[config.mk]
export PLATFORM = sky130hd
export DESIGN_NAME = debounced_tap_classifier
export DESIGN_NICKNAME = d
export VERILOG_FILES = /design/src/design/dtc_pkg.sv /design/src/design/debounced_tap_classifier.sv /design/src/design/dtc_core.sv /design/src/design/dtc_out_buf.sv
export SDC_FILE = /design/constraint.sdc
export NUM_CORES = 1
export LEC_CHECK = 0
export BUFFER_PORTS_ARGS = -buffer_cell sky130_fd_sc_hd__buf_2
export CAP_MARGIN = 30
export CORE_UTILIZATION = 60
export CTS_CLUSTER_SIZE = 28
export DETAILED_ROUTE_END_ITERATION = 12
export GPL_TIMING_DRIVEN = 0
export PLACE_DENSITY_LB_ADDON = 0.05
export SLEW_MARGIN = 40
export SYNTH_ARGS = -nofsm -noshare
export SYNTH_HDL_FRONTEND = slang
export SYNTH_SLANG_ARGS = --single-unit
[constraint.sdc]
create_clock -name clk -period 7.4 [get_ports clk]
set_clock_uncertainty 0.1 [all_clocks]
set_input_delay 0.37 -clock clk [delete_from_list [all_inputs] [get_ports clk]]
set_output_delay 0.37 -clock clk [all_outputs]
set_load 0.02 [all_outputs]
[src/design/dtc_pkg.sv]
// Shared types and constants for the debounced tap classifier.
package dtc_pkg;

    localparam int CFG_WIDTH      = 16;
    localparam int CFG_ADDR_WIDTH = 1;
    localparam int STAMP_WIDTH    = 32;
    localparam int IN_TDATA_WIDTH = 40;
    localparam int OUT_TDATA_WIDTH = 8;

    localparam logic [CFG_ADDR_WIDTH-1:0] REG_DEBOUNCE = 1'b0;
    localparam logic [CFG_ADDR_WIDTH-1:0] REG_LONG_TAP = 1'b1;

    localparam logic [CFG_WIDTH-1:0] DEBOUNCE_RESET = 16'd50;
    localparam logic [CFG_WIDTH-1:0] LONG_TAP_RESET = 16'd1000;

    typedef struct packed {
        logic pressed;
        logic short_tap;
        logic long_tap;
    } result_t;

endpackage

[src/design/debounced_tap_classifier.sv]
// Debounced tap classifier: turns timestamped touch polls into level and tap flags.
//
// Input stream s_*: one poll per item (raw level, millisecond timestamp and
// requests to take the pending short and long tap flags). Output stream m_*:
// one result per poll (accepted level, short tap flag, long tap flag), in order.
// Configuration: write cfg_wdata to register cfg_addr while cfg_we is high;
// 0 sets the debounce time, 1 the long tap time, both in milliseconds.
// Write configuration only while no poll is in flight.
// Throughput: one poll per cycle while m_tready is high; the state update is one subtract-and-compare
// pass between the input handshake and the output register.
// Results are registered in the output register, or first in the skid stage.
// When m_tready is low the output register holds its item and a skid stage
// takes one more poll; s_tready then drops until the output moves again.
// Reset clears the level, the flags, the stored timestamps and both stream
// stages, and loads debounce 50 ms and long tap 1000 ms.
module debounced_tap_classifier #(
    parameter int TIME_WIDTH = 32
) (
    input  logic                                    clk,
    input  logic                                    rst_n,
    input  logic                                    cfg_we,
    input  logic [dtc_pkg::CFG_ADDR_WIDTH-1:0]      cfg_addr,
    input  logic [dtc_pkg::CFG_WIDTH-1:0]           cfg_wdata,
    input  logic                                    s_tvalid,
    output logic                                    s_tready,
    // raw_level[0], now_ms[32:1], take_short[33], take_long[34], zero pad
    input  logic [dtc_pkg::IN_TDATA_WIDTH-1:0]      s_tdata,
    output logic                                    m_tvalid,
    input  logic                                    m_tready,
    // pressed[0], short_tap[1], long_tap[2], zero pad
    output logic [dtc_pkg::OUT_TDATA_WIDTH-1:0]     m_tdata
);

    dtc_pkg::result_t result;
    dtc_pkg::result_t out_data;
    logic             push;

    assign push = s_tvalid & s_tready;

    dtc_core #(
        .TIME_WIDTH (TIME_WIDTH)
    ) u_core (
        .clk        (clk),
        .rst_n      (rst_n),
        .cfg_we     (cfg_we),
        .cfg_addr   (cfg_addr),
        .cfg_wdata  (cfg_wdata),
        .push       (push),
        .raw_level  (s_tdata[0]),
        .now_ms     (s_tdata[32:1]),
        .take_short (s_tdata[33]),
        .take_long  (s_tdata[34]),
        .result     (result)
    );

    dtc_out_buf u_out_buf (
        .clk       (clk),
        .rst_n     (rst_n),
        .push      (push),
        .push_data (result),
        .ready     (s_tready),
        .out_valid (m_tvalid),
        .out_ready (m_tready),
        .out_data  (out_data)
    );

    assign m_tdata = {5'b0, out_data.long_tap, out_data.short_tap, out_data.pressed};

    a_one_tap_kind: assert property (@(posedge clk) disable iff (!rst_n)
        m_tvalid |-> !(m_tdata[1] && m_tdata[2]))
        else $error("short and long tap flags reported together");

    a_stall_holds_output: assert property (@(posedge clk) disable iff (!rst_n)
        !s_tready |-> m_tvalid)
        else $error("input blocked with no pending result");

    a_take_shows_result: assert property (@(posedge clk) disable iff (!rst_n)
        (s_tvalid && s_tready) |=> m_tvalid)
        else $error("accepted poll produced no result");

endmodule

[src/design/dtc_core.sv]
// Debounce state, tap classification and configuration registers.
module dtc_core #(
    parameter int TIME_WIDTH = 32
) (
    input  logic                                  clk,
    input  logic                                  rst_n,
    input  logic                                  cfg_we,
    input  logic [dtc_pkg::CFG_ADDR_WIDTH-1:0]    cfg_addr,
    input  logic [dtc_pkg::CFG_WIDTH-1:0]         cfg_wdata,
    input  logic                                  push,
    input  logic                                  raw_level,
    input  logic [dtc_pkg::STAMP_WIDTH-1:0]       now_ms,
    input  logic                                  take_short,
    input  logic                                  take_long,
    output dtc_pkg::result_t                      result
);

    logic [dtc_pkg::CFG_WIDTH-1:0] debounce_reg;
    logic [dtc_pkg::CFG_WIDTH-1:0] long_tap_reg;

    logic                  prev_raw_reg;
    logic                  level_reg;
    logic                  short_reg;
    logic                  long_reg;
    logic [TIME_WIDTH-1:0] change_time_reg;
    logic [TIME_WIDTH-1:0] press_start_reg;

    logic                  level_next;
    logic                  short_next;
    logic                  long_next;
    logic [TIME_WIDTH-1:0] change_time_next;
    logic [TIME_WIDTH-1:0] press_start_next;

    logic [63:0]           now_wide;
    logic [TIME_WIDTH-1:0] now_t;
    logic [TIME_WIDTH-1:0] steady_time;
    logic [TIME_WIDTH-1:0] hold_time;
    logic                  level_change;

    // Timestamps wrap modulo 2^TIME_WIDTH
    assign now_wide = 64'(now_ms);
    assign now_t    = now_wide[TIME_WIDTH-1:0];

    always_comb
    begin
        change_time_next = (raw_level != prev_raw_reg) ? now_t : change_time_reg;
        steady_time      = now_t - change_time_next;
        hold_time        = now_t - press_start_reg;
        level_change     = (steady_time > TIME_WIDTH'(debounce_reg))
                           && (raw_level != level_reg);
        level_next       = level_reg;
        short_next       = short_reg;
        long_next        = long_reg;
        press_start_next = press_start_reg;
        if (level_change)
        begin
            level_next = raw_level;
            if (raw_level)
            begin
                press_start_next = now_t;
                short_next       = 1'b0;
                long_next        = 1'b0;
            end
            else if (hold_time < TIME_WIDTH'(long_tap_reg))
            begin
                short_next = 1'b1;
            end
            else
            begin
                long_next = 1'b1;
            end
        end
    end

    assign result.pressed   = level_next;
    assign result.short_tap = short_next;
    assign result.long_tap  = long_next;

    always_ff @(posedge clk or negedge rst_n)
    begin
        if (!rst_n)
        begin
            debounce_reg <= dtc_pkg::DEBOUNCE_RESET;
            long_tap_reg <= dtc_pkg::LONG_TAP_RESET;
        end
        else if (cfg_we)
        begin
            unique case (cfg_addr)
                dtc_pkg::REG_DEBOUNCE: debounce_reg <= cfg_wdata;
                dtc_pkg::REG_LONG_TAP: long_tap_reg <= cfg_wdata;
                default:               debounce_reg <= debounce_reg;
            endcase
        end
    end

    always_ff @(posedge clk or negedge rst_n)
    begin
        if (!rst_n)
        begin
            prev_raw_reg    <= 1'b0;
            level_reg       <= 1'b0;
            short_reg       <= 1'b0;
            long_reg        <= 1'b0;
            change_time_reg <= '0;
            press_start_reg <= '0;
        end
        else if (push)
        begin
            prev_raw_reg    <= raw_level;
            level_reg       <= level_next;
            // drop reported flags on request
            short_reg       <= short_next & ~take_short;
            long_reg        <= long_next & ~take_long;
            change_time_reg <= change_time_next;
            press_start_reg <= press_start_next;
        end
    end

endmodule

[src/design/dtc_out_buf.sv]
// Output register with a skid stage for the result stream.
module dtc_out_buf (
    input  logic             clk,
    input  logic             rst_n,
    input  logic             push,
    input  dtc_pkg::result_t push_data,
    output logic             ready,
    output logic             out_valid,
    input  logic             out_ready,
    output dtc_pkg::result_t out_data
);

    logic             main_valid_reg;
    logic             skid_valid_reg;
    dtc_pkg::result_t main_data_reg;
    dtc_pkg::result_t skid_data_reg;
    logic             pop;

    assign ready     = ~skid_valid_reg;
    assign out_valid = main_valid_reg;
    assign out_data  = main_data_reg;
    assign pop       = main_valid_reg & out_ready;

    always_ff @(posedge clk or negedge rst_n)
    begin
        if (!rst_n)
        begin
            main_valid_reg <= 1'b0;
            skid_valid_reg <= 1'b0;
        end
        else if (skid_valid_reg)
        begin
            if (pop)
            begin
                skid_valid_reg <= 1'b0;
            end
        end
        else if (push)
        begin
            if (main_valid_reg && !pop)
            begin
                skid_valid_reg <= 1'b1;
            end
            main_valid_reg <= 1'b1;
        end
        else if (pop)
        begin
            main_valid_reg <= 1'b0;
        end
    end

    always_ff @(posedge clk)
    begin
        if (skid_valid_reg)
        begin
            if (pop)
            begin
                main_data_reg <= skid_data_reg;
            end
        end
        else if (push)
        begin
            // hold the new item aside while the output stalls
            if (main_valid_reg && !pop)
            begin
                skid_data_reg <= push_data;
            end
            else
            begin
                main_data_reg <= push_data;
            end
        end
    end

endmodule

==> results.json <==
{
  "outcome": "complete, no violations",
  "grt_pass1_vias": 7660,
  "vdd_drop_max_v": 0.000208,
  "synthAdderAreaFrac": 0.116,
  "postSynthAreaPerCell_um2": 8.64,
  "dp_hpwl_um": 20500,
  "num_antenna_cells": 0,
  "core_mm2": 0.0158,
  "pin_count": 72,
  "initial_core_util": 0.611,
  "grt_start_max_net_pins": 54,
  "start_kind": "register",
  "numCtsBuffers": 9,
  "p_leak_nw": 4.82,
  "htree_levels": 3,
  "syn_to_final_growth_pct": 9.56,
  "total_power_mw": 4.93,
  "synth_edf_count": 6,
  "drive_gt1_frac": 0.143,
  "clk_latency_ns": 0.36,
  "synth_seq_area_share": 0.284,
  "synth_compound_area_frac": 0.212,
  "grt_pass1_wl_um": 39800,
  "synth_warnings": 0,
  "die-height_um": 129,
  "max_cap_viol_count": 0,
  "hold_viol": 0,
  "vias_per_cell": 6.02,
  "muxShareOfSynthArea": 0.118,
  "die_width_um": 129,
  "cp_max_fo": 19,
  "nets": 1341,
  "yosys.area.top_type": "dfrtp_1",
  "rsz0062_at_grt": "no",
  "p_int_mw": 2.47,
  "cts_tree": "yes",
  "hold_class": "primary input to register",
  "post-route-util": 0.670,
  "postSynthCellCount": 1120,
  "initialDrtViolationCount": 561,
  "dieArea_mm2": 0.0166,
  "synthXorXnorAreaFrac": 0.0469,
  "place_congestion": 0.935,
  "post-route-min-period_ns": 7.03,
  "cts.sinks": 108,
  "antenna_found_initial": 0,
  "grt.overflow.total": 0,
  "clk_pin_slew_ns": 0.08,
  "fmax_mhz": 142,
  "drv_slew": 0,
  "switching_share": 0.498,
  "syn-cell-area_mm2": 0.00968,
  "num_rows": 46,
  "worst_pin_slew_ns": 0.759,
  "portBuffers": 60,
  "synthTopCellsByArea": "dfrtp_1 24%, ha_1 11%, mux2_2 5.5%, o21ai_0 4.5%, a21oi_1 4.0%",
  "vias": 8531,
  "relSlewSlack": 0.487,
  "setup-violations-final": 0,
  "synth_simple_gate_area_frac": 0.161,
  "finalWirelength_um": 25200,
  "synth_cell_types": 82,
  "switchingPower_mw": 2.45,
  "wire_per_inst_um": 17.8,
  "drt_pass1_iterations": 5,
  "antenna_left": 0,
  "arrival_ns": 7.04,
  "drcViolationCount": 0,
  "grt.total_usage": 0.312,
  "synth_top_family_by_area": "compound AO/OA/AOI/OAI gates",
  "power_frac_comb": 0.705,
  "fin_tns_setup_ns": 0,
  "worstSetupPathType": "register to register",
  "pwr-share-clk": 0.099,
  "fin_crit_sh": 0.950,
  "powerDensity_mw_per_mm2": 465,
  "cts_root_buf": "clkbuf_16",
  "ys_ff_latch": 108,
  "worstSetupEndpointType": "register",
  "seq_power_share": 0.196,
  "clockBufferDepth": 2,
  "crit_required_ns": 7.41,
  "synth.top_cell.area_share": 0.240,
  "ys.flop_type": "dfrtp_1",
  "async_flop_share": 0.944
}
logic make-up (layout without fill, tap and decap cells):
group                      Yosys count  after routing
DFF                                108            108
adders and majority gates           90             90
AOI/OAI and AO/OA                  315            315
muxes                              103            103
xor gates and xnor gates            51             51
buffers and inverters              142            218
and+or+nand+nor                    310            310
other                                1              5
layout by cell type (no fill, tap or decap), drive strengths merged, types with 6 or more instances in the layout:
cell type	n
a21boi	9
nand4	18
dfstp	9
and3	7
edfxtp	6
o21a	16
and2	7
nor4	9
dfrtp	93
clkbuf	40
a311oi	7
xnor2	23
mux2	75
buf	78
o31ai	9
or2	9
a21o	23
a31oi	13
xor2	28
or3	7
mux2i	28
inv	96
o21bai	10
nand3	24
ha	83
nor2	48
nor2b	15
nand2b	18
maj3	6
nor3	23
nand2	102
o21ai	88
a21oi	77
path summary, 6_finish.rpt:
kind / from / end / slack [ns] / cells past startpoint
min: m_tready / u_out_buf.skid_valid_reg / 0.1 / 2
max in group asynchronous: rst_n / u_core.long_tap_reg[3] / 6.19 / 3
min reg2reg: u_core.press_start_reg[25] / u_core.press_start_reg[25] / 0.39 / 1
max reg2reg: u_core.prev_raw_reg / u_out_buf.out_data[2] / 0.37 / 24
max: u_core.prev_raw_reg / u_out_buf.out_data[2] / 0.37 / 24
min in group asynchronous: rst_n / u_core.debounce_reg[2] / 0.39 / 2
power groups by stage:
stage / combinational [mW] / sequential (mW) / clock, mW
4_1_cts: 3.42 / 0.966 / 0.497
3_5_place_dp: 3.41 / 0.977 / 0
3_3_place_gp: 3.37 / 0.967 / 0
6_report: 3.47 / 0.967 / 0.486
2_1_floorplan: 2.58 / 0.953 / 0
5_1_grt: 3.85 / 1.00 / 0.516
cells in the mapped netlist, types with 5 or more instances:
| cell type | number |
|---|---|
| nand2_1 | 102 |
| inv_1 | 94 |
| dfrtp_1 | 93 |
| o21ai_0 | 87 |
| ha_1 | 83 |
| a21oi_1 | 77 |
| nor2_1 | 48 |
| mux2_2 | 47 |
| clkbuf_1 | 29 |
| mux2i_1 | 28 |
| xor2_1 | 28 |
| nand3_1 | 24 |
| a21o_1 | 23 |
| mux2_1 | 23 |
| nor3_1 | 23 |
| xnor2_1 | 22 |
| nand2b_1 | 18 |
| nand4_1 | 18 |
| o21a_1 | 16 |
| nor2b_1 | 15 |
| a31oi_1 | 12 |
| o21bai_1 | 10 |
| a21boi_0 | 9 |
| dfstp_2 | 9 |
| o31ai_1 | 9 |
| nor4_1 | 8 |
| a311oi_1 | 7 |
| and2_1 | 7 |
| and3_1 | 7 |
| buf_4 | 7 |
| or3_1 | 7 |
| edfxtp_1 | 6 |
| maj3_1 | 6 |
| or2_2 | 6 |
| a221o_1 | 5 |
| mux2_4 | 5 |
| nand3b_1 | 5 |
| o221ai_1 | 5 |
| or4_1 | 5 |
area by class of cell:
| class | count | area [um^2] |
|---|---|---|
| multi-input cells | 874 | 6360 |
| fillers | 1364 | 5230 |
| flip-flops and latches | 108 | 2740 |
| inverters | 94 | 353 |
| repair buffers | 62 | 348 |
| well taps | 216 | 270 |
| clock buffers | 11 | 243 |
| plain buffers | 46 | 236 |
| clock inverters | 5 | 45.0 |
what timing repair did:
item / CTS / global route
hold endpoints to repair: 41 / 0
hold buffers: 1 / 0
gates resized for setup: 2 / 1
endpoints found under the setup margin: 29 / 41
setup buffers: 0 / 0
stage by stage:
stage               cells  worst slack (ns)  hold WS (ns)  area [um^2]
global placement     1400            -0.390         0.373        10300
CTS                  1417            0.0196        0.0886        10600
global route         1416           0.00598         0.112        10600
floorplan            1124              1.53       -0.0256         9690
detailed placement   1401            -0.435         0.201        10300
finish               1416             0.368        0.0996        10600
routing by layer:
metal,global-route usage,part of all wire,routed length (um)
met1,0.455,0.49,12500
met2,0.491,0.44,11200
met3,0.0470,0.050,1270
met4,0.0616,0.012,314
met5,0,0,0
critical path, cell delays in order, from the launching register on:
cell and delay [ns]:
dfrtp_1 0.43, xnor2_2 0.39, buf_6 0.21, buf_2 0.37, buf_2 0.35, o21ai_0 0.13
ha_1 0.24, inv_1 0.07, ha_1 0.27, nor2_1 0.13, a21o_1 0.25, a311oi_2 0.41
nor3_1 0.15, xnor2_1 0.41, ha_1 0.34, and4_1 0.22, nor4b_1 0.15, a221oi_1 0.28
a21oi_1 0.19, nor4_1 0.30, mux2i_1 0.12, nor3_1 0.19, nand4_1 0.35, mux2_4 0.43
mux2_4 0.26
Power figures use the tool's default switching activity.
